**config.mk**
```make
export PLATFORM = sky130hd
export DESIGN_NAME = crpw_ctrl
export DESIGN_NICKNAME = d
export VERILOG_FILES = /design/src/design/catmull_rom_path_walker_defines.svh /design/src/design/crpw_pkg.sv /design/src/design/crpw_ctrl.sv
export SDC_FILE = /design/constraint.sdc
export NUM_CORES = 1
export LEC_CHECK = 0
export BUFFER_PORTS_ARGS = -buffer_cell sky130_fd_sc_hd__buf_2
export CORE_MARGIN = 5
export CORE_UTILIZATION = 50
export CTS_BUF_LIST = sky130_fd_sc_hd__clkbuf_4
export DETAILED_ROUTE_END_ITERATION = 6
export GPL_TIMING_DRIVEN = 0
export PLACE_DENSITY = 0.77
export SETUP_SLACK_MARGIN = 0.5
export SLEW_MARGIN = 10
export SYNTH_ARGS = -nofsm -noshare
export SYNTH_HDL_FRONTEND = slang
export SYNTH_SLANG_ARGS = --single-unit
```
**constraint.sdc**
```tcl
create_clock -name clk -period 1.9 [get_ports clk]
set_input_delay 0.095 -clock clk [delete_from_list [all_inputs] [get_ports clk]]
set_output_delay 0.095 -clock clk [all_outputs]
set_load 0.005 [all_outputs]
```
**src/design/catmull_rom_path_walker_defines.svh**
```systemverilog
// assertion macros for the catmull-rom path walker
// used by the top level, no other dependencies
`ifndef CATMULL_ROM_PATH_WALKER_DEFINES_SVH
`define CATMULL_ROM_PATH_WALKER_DEFINES_SVH
`ifndef SYNTHESIS
`define CRPW_ASSERT_IMPL(label, clk, rst_n, ante, cons) \
    label: assert property (@(posedge clk) disable iff (!rst_n) (ante) |-> (cons)) \
        else $error("crpw assertion failed");
`define CRPW_ASSERT_NEXT(label, clk, rst_n, ante, cons) \
    label: assert property (@(posedge clk) disable iff (!rst_n) (ante) |=> (cons)) \
        else $error("crpw assertion failed");
`else
`define CRPW_ASSERT_IMPL(label, clk, rst_n, ante, cons)
`define CRPW_ASSERT_NEXT(label, clk, rst_n, ante, cons)
`endif
`endif

```
**src/design/crpw_pkg.sv**
```systemverilog
// shared types, constants and command codes of the catmull-rom path walker
// no dependencies
`default_nettype none

package crpw_pkg;

    localparam int MAX_POINTS_DEF = 64;
    localparam int FRAC_BITS_DEF  = 16;

    localparam int DATA_W      = 32;
    localparam int IDX_W       = 6;
    localparam int CNT_W       = 7;
    localparam int STEP_W      = 16;
    localparam int CMD_W       = 2;
    localparam int WORD_W      = 3 * DATA_W;
    localparam int IN_TDATA_W  = 104;
    localparam int IN_TUSER_W  = CMD_W;
    localparam int OUT_TDATA_W = WORD_W;
    localparam int OUT_TUSER_W = 1;
    localparam int CFG_IDX_W   = 2;
    localparam int CFG_DATA_W  = 16;

    // horner accumulator width and split point of the half-width multiply
    localparam int ACC_W = 38;
    localparam int LO_W  = ACC_W / 2;

    localparam logic [CMD_W-1:0] CMD_WRITE = 2'd0;
    localparam logic [CMD_W-1:0] CMD_START = 2'd1;
    localparam logic [CMD_W-1:0] CMD_TICK  = 2'd2;

    localparam logic [CFG_IDX_W-1:0] REG_POINT_COUNT = 2'd0;
    localparam logic [CFG_IDX_W-1:0] REG_T_STEP      = 2'd1;

    localparam logic [CNT_W-1:0]  POINT_COUNT_RST = 7'd4;
    localparam logic [STEP_W-1:0] T_STEP_RST      = 16'd655;

    typedef enum logic [3:0] {
        ST_IDLE,
        ST_PT_RD,
        ST_PT_OUT,
        ST_CHECK,
        ST_RD_PREV,
        ST_RD_CUR,
        ST_RD_NEXT,
        ST_RD_NEXT2,
        ST_RD_TAIL,
        ST_PREP,
        ST_MUL_LO,
        ST_MUL_HI,
        ST_ACCUM,
        ST_FIN
    } state_t;

    typedef enum logic [2:0] {
        SEL_FIRST,
        SEL_LAST,
        SEL_PREV,
        SEL_CUR,
        SEL_NEXT,
        SEL_NEXT2
    } addr_sel_t;

    typedef enum logic [1:0] {
        TERM_C,
        TERM_B,
        TERM_E
    } term_t;

    typedef enum logic {
        SRC_POINT,
        SRC_CURVE
    } out_src_t;

    typedef struct packed {
        logic  shift_en;
        logic  prep_en;
        logic  mul_lo;
        logic  mul_hi;
        logic  acc_en;
        term_t term;
    } lane_cmd_t;

    typedef struct packed {
        logic      wr_en;
        logic      start_clr;
        logic      advance;
        logic      rd_en;
        addr_sel_t rd_sel;
        lane_cmd_t lane;
        logic      out_load;
        out_src_t  out_src;
        logic      out_done;
    } ctrl_cmd_t;

    typedef struct packed {
        logic walk_done;
    } dp_status_t;

endpackage

`default_nettype wire

```
**src/design/crpw_ctrl.sv**
```systemverilog
// controller: sequences table reads, horner steps and the output transfer
// depends on crpw_pkg
`default_nettype none

module crpw_ctrl (
    input  wire logic                         clk,
    input  wire logic                         rst_n,
    input  wire logic                         s_tvalid,
    input  wire logic [crpw_pkg::CMD_W-1:0]   s_cmd,
    output logic                              s_tready,
    input  wire logic                         m_tready,
    output logic                              m_tvalid,
    input  wire crpw_pkg::dp_status_t         status,
    output crpw_pkg::ctrl_cmd_t               cmd
);

    import crpw_pkg::*;

    state_t state_reg;
    state_t state_next;
    term_t  term_reg;
    term_t  term_next;
    logic   done_flag_reg;
    logic   done_flag_next;
    logic   m_tvalid_reg;
    logic   m_tvalid_next;
    logic   out_free;

    assign out_free = !m_tvalid_reg || m_tready;

    always_comb
    begin
        state_next     = state_reg;
        term_next      = term_reg;
        done_flag_next = done_flag_reg;
        unique case (state_reg)
            ST_IDLE:
            begin
                if (s_tvalid)
                begin
                    unique case (s_cmd)
                        CMD_START:
                        begin
                            state_next     = ST_PT_RD;
                            done_flag_next = 1'b0;
                        end
                        CMD_TICK: state_next = ST_CHECK;
                        default:  ;
                    endcase
                end
            end
            ST_PT_RD:  state_next = ST_PT_OUT;
            ST_PT_OUT:
            begin
                if (out_free)
                begin
                    state_next = ST_IDLE;
                end
            end
            ST_CHECK:
            begin
                if (status.walk_done)
                begin
                    state_next     = ST_PT_RD;
                    done_flag_next = 1'b1;
                end
                else
                begin
                    state_next = ST_RD_PREV;
                end
            end
            ST_RD_PREV:  state_next = ST_RD_CUR;
            ST_RD_CUR:   state_next = ST_RD_NEXT;
            ST_RD_NEXT:  state_next = ST_RD_NEXT2;
            ST_RD_NEXT2: state_next = ST_RD_TAIL;
            ST_RD_TAIL:  state_next = ST_PREP;
            ST_PREP:
            begin
                state_next = ST_MUL_LO;
                term_next  = TERM_C;
            end
            ST_MUL_LO: state_next = ST_MUL_HI;
            ST_MUL_HI: state_next = ST_ACCUM;
            ST_ACCUM:
            begin
                if (term_reg == TERM_E)
                begin
                    state_next = ST_FIN;
                end
                else
                begin
                    state_next = ST_MUL_LO;
                    term_next  = (term_reg == TERM_C) ? TERM_B : TERM_E;
                end
            end
            ST_FIN:
            begin
                if (out_free)
                begin
                    state_next = ST_IDLE;
                end
            end
            default: state_next = ST_IDLE;
        endcase
    end

    always_comb
    begin
        cmd      = '0;
        s_tready = 1'b0;
        unique case (state_reg)
            ST_IDLE:
            begin
                s_tready      = 1'b1;
                cmd.wr_en     = s_tvalid && (s_cmd == CMD_WRITE);
                cmd.start_clr = s_tvalid && (s_cmd == CMD_START);
                cmd.advance   = s_tvalid && (s_cmd == CMD_TICK);
            end
            ST_PT_RD:
            begin
                cmd.rd_en  = 1'b1;
                cmd.rd_sel = done_flag_reg ? SEL_LAST : SEL_FIRST;
            end
            ST_PT_OUT:
            begin
                cmd.out_load = out_free;
                cmd.out_src  = SRC_POINT;
                cmd.out_done = done_flag_reg;
            end
            ST_CHECK: ;
            ST_RD_PREV:
            begin
                cmd.rd_en  = 1'b1;
                cmd.rd_sel = SEL_PREV;
            end
            ST_RD_CUR:
            begin
                cmd.rd_en         = 1'b1;
                cmd.rd_sel        = SEL_CUR;
                cmd.lane.shift_en = 1'b1;
            end
            ST_RD_NEXT:
            begin
                cmd.rd_en         = 1'b1;
                cmd.rd_sel        = SEL_NEXT;
                cmd.lane.shift_en = 1'b1;
            end
            ST_RD_NEXT2:
            begin
                cmd.rd_en         = 1'b1;
                cmd.rd_sel        = SEL_NEXT2;
                cmd.lane.shift_en = 1'b1;
            end
            ST_RD_TAIL: cmd.lane.shift_en = 1'b1;
            ST_PREP:    cmd.lane.prep_en  = 1'b1;
            ST_MUL_LO:  cmd.lane.mul_lo   = 1'b1;
            ST_MUL_HI:  cmd.lane.mul_hi   = 1'b1;
            ST_ACCUM:
            begin
                cmd.lane.acc_en = 1'b1;
                cmd.lane.term   = term_reg;
            end
            ST_FIN:
            begin
                cmd.out_load = out_free;
                cmd.out_src  = SRC_CURVE;
                cmd.out_done = 1'b0;
            end
            default: ;
        endcase
    end

    always_comb
    begin
        priority if (cmd.out_load)
        begin
            m_tvalid_next = 1'b1;
        end
        else if (m_tready)
        begin
            m_tvalid_next = 1'b0;
        end
        else
        begin
            m_tvalid_next = m_tvalid_reg;
        end
    end

    assign m_tvalid = m_tvalid_reg;

    always_ff @(posedge clk or negedge rst_n)
    begin
        if (!rst_n)
        begin
            state_reg     <= ST_IDLE;
            term_reg      <= TERM_C;
            done_flag_reg <= 1'b0;
            m_tvalid_reg  <= 1'b0;
        end
        else
        begin
            state_reg     <= state_next;
            term_reg      <= term_next;
            done_flag_reg <= done_flag_next;
            m_tvalid_reg  <= m_tvalid_next;
        end
    end

endmodule

`default_nettype wire

```
# == After elaboration in Yosys (flattened, before gate mapping) ==
# Cells that the tools add are included.
# word_totals
ff_bits,8
output_inout_bits,19
input_bits,7
wordCells,67
# op_classes
reduce_logical,16
muxes,25
eq_ne,22
# op_table
operator,n
$pmux 4 s13,1
$eq 4x4->1 const B,6
$pmux 4 s5,1
$eq 4x3->1 const B,4
$mux 3,4
$mux 1,11
$eq 4x2->1 const B,2
$mux 4,2
$ne 2x2->1 const B,4
$pmux 4 s2,1
$pmux 3 s2,1
$reduce_bool 2->1,3
$eq 2x2->1 const B,2
$eq 4x1->1 const B,1
$logic_not 2->1,2
$logic_not 4->1,1
$mux 2,2
$pmux 2 s2,1
$reduce_and 4->1,1
$reduce_or 4->1,1
$logic_and 1x1->1,3
$ne 3x3->1 const B,1
$reduce_and 3->1,1
$eq 2x1->1 const B,1
6 further kinds,6

# == Longest topological paths before layout ==
# Gate-level depths: netlist of the first run.
# logic_depth
word_depth,4
ltp_mapped,7
ltp_nobuf,6

# == Worst setup path after synthesis of the first run ==
# No wires, ideal clock.
# synth_path
path_type,reg-to-reg
from,register state_reg[0]
to,register state_reg[1]
n_path_buf,1
path_slack_ns,0.468
setup_ns,0.125
required_ns,1.775
stages_incl_launch_ff,6
arrival_ns,1.307
cell_sequence,dfrtp_1 buf_2 nor4_4 nand2_1 o21ai_2 mux2_4
# synth_between
elab_chain_cells,4
elab_cells_between_ends,20
cone_classes,16 x eq/ne; 1 x mux; 3 x reduce/logical
# synth_rtl
item,line_no,rtl
from (decl),crpw_ctrl.sv:19,state_t state_reg;
from (signal assigned),crpw_ctrl.sv:202,state_reg <= state_next;
$eq 4x4->1 / $eq 4x2->1 (equally long branches),crpw_ctrl.sv:36,unique case (state_reg)
$reduce_or 2->1 (no line),n/a,
$ne 2x1->1 (no line),n/a,
$reduce_and 3->1 (no line),n/a,
# Several ways; a longest one is shown, not always the timed one.
# A chain may end at the register's enable or synchronous reset.

# == Worst setup path after layout of the first run ==
# layout_path
from,register state_reg[3]
to,register state_reg[2]
# Same word-level chain as after synthesis.

==> flow_summary_export.csv, run 1 <==
group,metric,value,unit
sta,min_period,1590,ps
drt,wl_per_cell,18.2,microns
die,io_pins,26,
synthesis,synthTopCellsByArea,"dfrtp_1, and3_1, ha_1",
synthesis,ys_types,35,
cells_and_area,syn2layout_area_growth,64.1,%
drt,antenna_left,0,
synthesis,synth_area_per_cell,8.33,sq um
sta,clock_skew,2.87,ps
cells_and_area,final_core_util,0.891,
synthesis,synthCells,87,
synthesis,synthArstFlopShare,1.00,
worst_hold_path,min_path_type,"input pin to flop",
cells_and_area,drive_above_1_share,0.588,
worst_setup_path,cp_max_fo,8,
placement,port_buffers,25,
die,initial_core_util,0.543,
sta,slew_viol_final,0,
worst_setup_path,crit_family,"compound AO/OA/AOI/OAI gates",
die,rows,13,
placement,placed_area,868,sq um
synthesis,yosys_register_bits,8,
clock_tree,htreeDepth,1,
clock_tree,cts_buffer_depth,2,
worst_setup_path,startpoint_type,"flop",
die,fp.coreArea,1330,sq um
drt,viasPerCell,5.77,
synthesis,netlist_top_cells_count,"nor2_1, dfrtp_1, nand2_1",
worst_setup_path,crit_buf_inv,4,
worst_setup_path,worst-setup-path-type,"flop to flop",
synthesis,yosysTopAreaCell,"dfrtp_1",
clock_tree,cts_tree,"built",
flow_run,drv_cap,0,
cells_and_area,largest_reg_flops,4,
die,die_x,48.1,microns
clock_tree,cts_num_sinks,8,
synthesis,synth_most_common_cell,"nor2_1",
worst_setup_path,crit_chain,"buf_6 -> buf_6 -> inv_6 -> buf_4 -> a21oi_1 -> o21ai_0 -> o211ai_1",
sta,max-slew-margin-rel,0.774,
worst_setup_path,critical_path.most_common_cell,"buf_6",
sta,period_share,0.835,
die,die-area,2310,sq um
power,p_per_area,1650,nW/um^2
synthesis,synth_ff_type,"dfrtp_1",
sta,rsz0062_at_grt,"true",
grt,grt_pass1_vias,706,
placement,hpwl,1360,microns
power,p_leak,0.667,nW
cells_and_area,fillCellCount,55,
drt,drtPass1Iterations,4,
worst_setup_path,required,2000,ps
synthesis,synth_warnings,0,
worst_setup_path,max_stage_delay,430,ps
grt,grt_max_degree,11,
grt,grt_pass1_wl,3090,microns
clock_tree,numCtsBuffers,3,
worst_setup_path,crit_slowest_cell,"dfrtp_1",
synthesis,synth.cell_area,724,sq um
cells_and_area,antenna_cells,0,
synthesis,synth-seq-area-share,0.276,
worst_setup_path,arrival,1680,ps
synthesis,syn_nets,97,
clock_tree,clock_latency,260,ps
grt,grt_overflow_total,0,
drt,drt-total-wl,2750,microns
sta,fmax,631,MHz
sta,worst_pin_slew,336,ps
cells_and_area,multi_input_area,527,sq um
grt,antenna_found_initial,0,
die,die_y,48.1,microns
placement,gp_congestion,0.884,
sta,hold_viol,0,
worst_setup_path,endpoint_kind,"flop",
sta,fin_tns_setup,0,ps
grt,grt_usage,0.191,
synthesis,yosysTopAreaCellShare,0.276,
synthesis,synth-edff-count,0,
cells_and_area,finish.net_count,148,
power,vdd_drop_max,1090,uV
drt,drtIter0Drc,32,
cells_and_area,regArea,203,sq um
status,status,"finished clean",
sta,setup_viol,0,
drt,via_count,871,
cells_and_area,final_area,1190,sq um
clock_tree,ctsRootBufferMaster,"clkbuf_4",
clock_tree,clk_pin_slew,60,ps
drt,route.detailed.drc,0,
==> metal layers <==
metal  global-route usage  routed length [microns]  part of all wire  vias up
met2                0.346                     1480              0.54       37
li1                     -                        -                 -      400
met4               0.0860                       84             0.031        0
met3               0.0338                      160             0.058       10
met1                0.216                     1020              0.37      424
met5                    0                        0                 0        -
==> path summary, 6_finish.rpt <==
kind                         startpoint             to  slack [ps]  depth (start not counted)
hold reg to reg             term_reg[0]    term_reg[0]         540                          1
hold / removal                   status  done_flag_reg         150                          3
min in group asynchronous         rst_n   state_reg[1]         230                          2
setup reg to reg           state_reg[3]   state_reg[2]         310                          7
setup / recovery           state_reg[3]   state_reg[2]         310                          7
max in group asynchronous         rst_n   state_reg[2]        1490                          2
==> cell type report <==
type	instances	area share
tap	15	0.0158
multi-input combinational	67	0.443
clock buffer	3	0.0189
buffer	5	0.0442
timing repair buffer	46	0.277
sequential	8	0.171
inverter	7	0.0305
==> metrics by stage <==
step	hold slack [ps]	setup slack [ps]	std cells	power [mW]
6_report	152	314	151	1.96
5_1_grt	158	266	151	2.06
4_1_cts	125	351	139	1.53
3_5_place_dp	-49.0	401	127	1.22
3_3_place_gp	-52.6	399	127	1.20
2_1_floorplan	-201	537	87	0.979
==> where the power goes <==
| part | total [mW] | internal [mW] | switching, mW |
|---|---|---|---|
| Clock | 0.136 | 0.0727 | 0.0633 |
| Sequential | 0.345 | 0.251 | 0.0940 |
| Combinational | 1.48 | 0.777 | 0.699 |
| Total | 1.96 | 1.10 | 0.856 |
==> cells by family after synthesis <==
| family | count (synthesis) | share of synthesized area |
|---|---|---|
| compound gates | 17 | 0.173 |
| xor+xnor | 1 | 0.0121 |
| simple gates | 44 | 0.359 |
| fa+ha+maj | 3 | 0.0518 |
| flops | 8 | 0.276 |
| buf+inv | 12 | 0.0933 |
| mux | 2 | 0.0345 |
==> cell usage in the layout (no fill, tap or decap), drive strengths merged, types with 2 or more instances in the layout <==
cell and count:
dfrtp 8, o21ai 4, clkbuf 3, ha 3, a22oi 2, nand2 8, a21oi 3, and2 4
and3 7, o22ai 4, nor2 11, buf 50, inv 7, nor2b 3, nand2b 6
==> tightest hold or removal path, cell delays in order <==
cell	delay (ps)
buf_2	120
nand2_1	70
o22ai_2	70
==> repair_timing <==
| item | in CTS | in global routing |
|---|---|---|
| setup buffers | 8 | 12 |
| pin swaps | 4 | 10 |
| endpoints found under the hold margin | 8 | 0 |
| resized for setup | 11 | 28 |
| hold buffers | 1 | 0 |
| setup endpoints to repair | 16 | 19 |
Note: power is estimated with default switching activity, not from simulation.
==> inputs of run 2 (changes only) <==
clock period = 1.6 ns   (was 1.9 ns; I/O delays follow)
==> flow_summary_export.csv, run 2 (synthesized netlist as in run 1, its figures left out) <==
group,metric,value,unit
drt,drt-total-wl,2980,microns
grt,grt_usage,0.233,
worst_setup_path,arrival,1540,ps
placement,hpwl,1360,microns
drt,wl_per_cell,19.8,microns
clock_tree,cts_num_sinks,8,
placement,gp_congestion,0.841,
clock_tree,ctsRootBufferMaster,"clkbuf_4",
worst_setup_path,worst-setup-path-type,"flop to primary output",
drt,drtPass1Iterations,4,
die,die-area,2310,sq um
cells_and_area,finish.net_count,146,
die,rows,13,
sta,rsz0062_at_grt,"true",
worst_setup_path,ff2ff_setup_slack,50,ps
sta,hold_viol,0,
cells_and_area,drive_above_1_share,0.607,
sta,clock_skew,15.4,ps
worst_setup_path,cp_max_fo,5,
die,die_x,48.1,microns
worst_setup_path,reg2reg_to,"state_reg[1]",
cells_and_area,layout_common_cells,"buf_2, buf_6, buf_4",
worst_hold_path,hold-path-cell-count,3,
sta,worst_pin_slew,348,ps
die,io_pins,26,
worst_hold_path,min_path_type,"input pin to flop",
die,initial_core_util,0.543,
clock_tree,cts_buffer_depth,2,
placement,placed_area,890,sq um
grt,grt_pass1_wl,3560,microns
sta,slew_viol_final,0,
power,p_per_area,1990,nW/um^2
worst_setup_path,startpoint_type,"flop",
sta,max-slew-margin-rel,0.766,
power,p_leak,0.675,nW
grt,antenna_found_initial,0,
clock_tree,numCtsBuffers,3,
clock_tree,clk_pin_slew,70,ps
drt,viasPerCell,5.93,
die,die_y,48.1,microns
clock_tree,htreeDepth,1,
cells_and_area,largest_reg_flops,4,
sta,setup_ws,-16.8,ps
grt,grt_overflow_total,0,
status,status,"finished, violations left",
power,vdd_drop_max,1480,uV
grt,grt_max_degree,11,
drt,antenna_left,0,
worst_setup_path,endpoint_kind,"primary output",
worst_hold_path,min_to,"done_flag_reg",
sta,fin_tns_setup,-16.8,ps
cells_and_area,syn2layout_area_growth,73.2,%
worst_setup_path,required,1520,ps
sta,min_period,1620,ps
die,fp.coreArea,1330,sq um
sta,setup_viol,1,
flow_run,drv_cap,0,
drt,route.detailed.drc,0,
status,violations,"negative setup slack",
clock_tree,clock_latency,270,ps
cells_and_area,final_area,1250,sq um
clock_tree,cts_tree,"built",
worst_setup_path,reg2reg_from,"state_reg[0]",
worst_hold_path,worstHoldStart,"status",
worst_setup_path,worst-r2r-cell-count,6,
cells_and_area,antenna_cells,0,
drt,drtIter0Drc,33,
cells_and_area,final_common_cell,"buf_2",
grt,grt_pass1_vias,765,
placement,port_buffers,25,
sta,fmax,619,MHz
sta,period_share,1.01,
drt,via_count,889,
## run 2: per-layer routing
layer  share of wire  vias up  global-route usage
li1                -      393                   -
met1            0.37      416               0.275
met2            0.50       66               0.385
met3           0.077       14              0.0414
met4           0.051        0               0.151
met5               0        -                   0
## run 2: critical path, cell delays in order, from the launching register on
cell     delay (ps)
dfrtp_1         380
buf_6           140
buf_6           120
nor4_4          250
and3_1          250
buf_2           130
## run 2: final cells by class
class                      count  area, sq um
multi-input combinational     67          546
timing repair buffer          44          350
sequential                     8          204
fill                          41         78.8
buffer                         5         60.1
inverter                       7         46.3
clock buffer                   4         30.0
tap                           15         18.8
## run 2: worst max-delay path by stage
stage          slack, ps  cells after the start          from           end
5_1_grt              -80                      5  state_reg[0]       cmd[15]
3_3_place_gp         120                      4  state_reg[1]  state_reg[1]
2_1_floorplan        240                      4  state_reg[1]  state_reg[1]
4_1_cts               70                      6  state_reg[0]        cmd[2]
3_5_place_dp         110                      4  state_reg[1]  state_reg[1]
6_report             -20                      5  state_reg[0]       cmd[15]
## run 2: through the flow
stage	hold slack, ps	util	cells	total power, mW	worst slack (ps)
2_1_floorplan	-216	-	87	1.20	239
3_3_place_gp	-69.0	0.667	127	1.47	118
3_5_place_dp	-70.3	0.667	127	1.49	115
4_1_cts	99.0	0.847	144	2.06	72.6
5_1_grt	103	0.941	150	2.64	-76.2
6_report	98.5	0.941	150	2.50	-16.8
## run 2: report_power, final
part | leakage (nW) | internal, mW | switching (mW)
clock | 0.0184 | 0.113 | 0.0861
sequential | 0.0960 | 0.299 | 0.126
combinational | 0.561 | 0.991 | 0.886
total | 0.675 | 1.40 | 1.10
## run 2: timing repair
item | in CTS | in global routing
hold buffers | 1 | 0
endpoints found under the setup margin | 25 | 26
pin swaps | 10 | 8
gates cloned | 0 | 0
hold endpoints to repair | 8 | 0
resized for setup | 27 | 20
buffers inserted | 12 | 6
==> inputs of run 3 (changes only) <==
ABC_AREA = 1   (was not set)
CORE_MARGIN = 3   (was 5)
PLACE_DENSITY = 0.78   (was 0.77)
==> flow_summary_export.csv, run 3 <==
group,metric,value,unit
status,status,"aborted with a tool error",
status,lastStage,"5_1_grt",
status,error,"[ERROR DPL-0033] detailed placement checks failed during check placement.",
synthesis,synth_xor_area_frac,0,
grt,antenna_found_initial,0,
placement,preCtsSetupSlack,341,ps
die,die_y,43.6,microns
synthesis,synthSimpleGateAreaFrac,0.433,
synthesis,netlist_top_cells_count,"nand2_1, inv_1, nor2_1",
synthesis,synth_mux_area_frac,0,
sta,worstEndpointType,"top-level output",
synthesis,synth_ff_type,"dfrtp_1",
clock_tree,htreeDepth,1,
synthesis,synthAdderAreaFrac,0.0532,
die,die_x,43.6,microns
clock_tree,ctsRootBufferMaster,"clkbuf_4",
synthesis,syn_nets,125,
synthesis,yosysTopAreaCellShare,0.284,
synthesis,synth-seq-area-share,0.284,
synthesis,ys_types,18,
synthesis,synthTopCellsByArea,"dfrtp_1, nand2_1, inv_1",
synthesis,synth_warnings,0,
synthesis,synth_most_common_cell,"nand2_1",
placement,hpwl,1390,microns
placement,gp_congestion,0.855,
die,rows,12,
synthesis,synth-edff-count,0,
synthesis,synthCells,115,
clock_tree,cts_num_sinks,8,
synthesis,yosysTopAreaCell,"dfrtp_1",
synthesis,synth_area_per_cell,6.14,sq um
placement,port_buffers,25,
synthesis,synth-compound-area-share,0.0656,
sta,postGrtWorstEndpoint,"cmd[2]",
synthesis,synthArstFlopShare,1.00,
die,initial_core_util,0.580,
clock_tree,numCtsBuffers,3,
synthesis,synth.cell_area,706,sq um
clock_tree,cts_buffer_depth,2,
synthesis,yosys_register_bits,8,
grt,grt_max_degree,9,
die,io_pins,26,
synthesis,synth_top_family_by_area,"simple AND/OR/NAND/NOR gates",
-- run 3: timing repair --
item	CTS
pin swaps	9
setup buffers	15
gates resized for setup	20
hold endpoints to repair	8
gates cloned	0
hold buffers	1
setup endpoints to repair	25
-- run 3: logic make-up after synthesis --
logic type | Yosys count
buf+inv | 27
compound gates | 9
simple gates | 68
flops | 8
fa+ha+maj | 3
-- run 3: through the flow --
step            util  instances  hold WS, ps  cell area, sq um
2_1_floorplan      -        115         -216               716
3_3_place_gp   0.706        154        -64.3               858
3_5_place_dp   0.706        154        -61.5               858
4_1_cts        0.870        173         38.1              1060
==> inputs of run 4 (changes only) <==
CORE_AREA = 3 3 64 66   (was not set)
CORE_MARGIN = not set   (was 3)
CORE_UTILIZATION = not set   (was 50)
CTS_BUF_LIST = not set   (was sky130_fd_sc_hd__clkbuf_4)
DIE_AREA = 0 0 67 69   (was not set)
PLACE_DENSITY = not set   (was 0.78)
PLACE_DENSITY_LB_ADDON = 0.15   (was not set)
SETUP_SLACK_MARGIN = not set   (was 0.5)
==> flow_summary_export.csv, run 4 <==
group,metric,value,unit
status,status,"finished clean",
sta,fin_tns_setup,0,ps
placement,hpwl,1500,microns
grt,antenna_found_initial,0,
die,rows,22,
power,vdd_drop_max,445,uV
synthesis,synth-seq-area-share,0.284,
clock_tree,numCtsBuffers,3,
clock_tree,ctsRootBufferMaster,"clkbuf_8",
placement,placed_cells,188,
worst_hold_path,min_path_type,"input pin to flop",
clock_tree,cts_num_sinks,8,
worst_setup_path,crit_slowest_cell,"dfrtp_2",
synthesis,synth_warnings,0,
drt,via_count,758,
flow_run,drv_cap,0,
cells_and_area,final_area,955,sq um
cells_and_area,finish.net_count,156,
synthesis,yosysTopAreaCell,"dfrtp_1",
clock_tree,clk_pin_slew,40,ps
cells_and_area,fillCellCount,436,
sta,period_share,0.935,
drt,viasPerCell,3.95,
cells_and_area,layout_common_cells,"nand2_1, buf_2, inv_1",
sta,hold_viol,0,
cells_and_area,finalNonFillerCells,192,
drt,met3_length,184,microns
clock_tree,cts_tree,"built",
sta,timing.hold.ws,67.7,ps
die,die_x,67,microns
synthesis,yosys_register_bits,8,
sta,rsz0062_at_grt,"true",
placement,port_buffers,25,
die,die_y,69,microns
synthesis,ys_types,18,
sta,clock_skew,2.41,ps
die,fp.coreArea,3630,sq um
power,p_per_area,1710,nW/um^2
worst_setup_path,endpoint_kind,"primary output",
synthesis,synthArstFlopShare,1.00,
worst_setup_path,startpoint_type,"flop",
drt,highest_layer,"met4",
cells_and_area,final_common_cell,"nand2_1",
sta,max-slew-margin-rel,0.829,
drt,wl_per_cell,9.10,microns
clock_tree,post_cts_buffers,0,
placement,gp_congestion,0.805,
worst_setup_path,arrival,1420,ps
drt,drtIter0Drc,32,
sta,min_period,1500,ps
grt,grt_overflow_total,0,
cells_and_area,drive_above_1_share,0.319,
grt,grt_usage,0.0849,
die,io_pins,26,
synthesis,synthTopCellsByArea,"dfrtp_1, nand2_1, inv_1",
synthesis,synth.cell_area,706,sq um
cells_and_area,antenna_cells,0,
sta,worst_pin_slew,256,ps
worst_hold_path,hold-path-cell-count,2,
drt,antenna_left,0,
die,die-area,4620,sq um
drt,wl_met2,670,microns
sta,setup_viol,0,
sta,fmax,669,MHz
cells_and_area,syn2layout_area_growth,35.3,%
clock_tree,clock_latency,230,ps
die,initial_core_util,0.194,
synthesis,synth_most_common_cell,"nand2_1",
worst_setup_path,crit_chain,"nor2_4 -> nand2_2 -> nand2_2 -> inv_1 -> nor2_1 -> buf_4 -> buf_2",
worst_setup_path,worst-setup-path-type,"flop to primary output",
synthesis,synth-edff-count,0,
cells_and_area,largest_reg_flops,4,
worst_setup_path,cp_max_fo,8,
synthesis,netlist_top_cells_count,"nand2_1, inv_1, nor2_1",
sta,slew_viol_final,0,
drt,route.detailed.drc,0,
grt,grt_max_degree,10,
power,p_leak,0.596,nW
grt,grt_pass1_wl,3060,microns
clock_tree,cts_buffer_depth,2,
synthesis,yosysTopAreaCellShare,0.284,
synthesis,syn_nets,125,
synthesis,synth_ff_type,"dfrtp_1",
drt,drtPass1Iterations,4,
synthesis,synth_area_per_cell,6.14,sq um
clock_tree,htreeDepth,1,
worst_setup_path,required,1520,ps
worst_setup_path,worst-r2r-cell-count,8,
drt,drt-total-wl,1750,microns
drt,wl_met1,880,microns
grt,grt_pass1_vias,695,
worst_setup_path,critical_path.most_common_cell,"nand2_2",
synthesis,synthCells,115,
worst_setup_path,max_stage_delay,440,ps
placement,placed_area,891,sq um
-- run 4: worst max-delay path: cells and delay by family (launching register included) --
family / cells / cell delay [ps]
simple gates: 4 / 500
flops: 1 / 440
buf+inv: 3 / 240
-- run 4: path summary, 6_finish.rpt --
path,from,end,slack [ps]
setup / recovery,state_reg[2],cmd[2],100
hold reg to reg,term_reg[0],term_reg[0],530
min in group asynchronous,rst_n,done_flag_reg,230
setup reg to reg,state_reg[1],state_reg[1],370
max in group asynchronous,rst_n,state_reg[2],1180
hold / removal,m_tready,m_tvalid,70
-- run 4: cell families (layout without fill, tap and decap cells) --
family          Yosys count  after routing  synth area share
compound gates            9              9            0.0656
fa+ha+maj                 3              3            0.0532
flops                     8              8             0.284
simple gates             68             68             0.433
buf+inv                  27             56             0.165
-- run 4: where the power goes --
group          total, mW  internal [mW]  leakage, nW  switching [mW]
logic               1.00          0.382        0.476           0.619
clock network      0.238          0.163       0.0216          0.0757
registers          0.393          0.305       0.0983          0.0874
total               1.63          0.850        0.596           0.782
-- run 4: layout make-up --
cell class | count | area [sq um] | share of cell area
well taps | 48 | 60.1 | 0.0629
repair buffers | 26 | 135 | 0.142
flip-flops and latches | 8 | 203 | 0.212
inverters | 25 | 93.8 | 0.0983
clock buffers | 3 | 41.3 | 0.0433
plain buffers | 2 | 22.5 | 0.0236
multi-input cells | 80 | 399 | 0.418
-- run 4: routing by layer --
metal,vias up,global-route usage
li1,406,-
met4,0,0.0135
met2,30,0.115
met3,3,0.0440
met1,319,0.121
met5,-,0
-- run 4: repair_timing --
action                                  in CTS  in global routing
hold buffers                                 1                  0
endpoints found under the hold margin        8                  0
resized for setup                            0                  5
endpoints found under the setup margin       0                  4
-- run 4: stage by stage --
stage	total power, mW	worst slack, ps	util
4_1_cts	1.63	46.8	0.259
2_1_floorplan	1.08	461	-
6_report	1.63	105	0.263
3_5_place_dp	1.38	297	0.245
3_3_place_gp	1.39	288	0.245
5_1_grt	1.84	-2.99	0.263
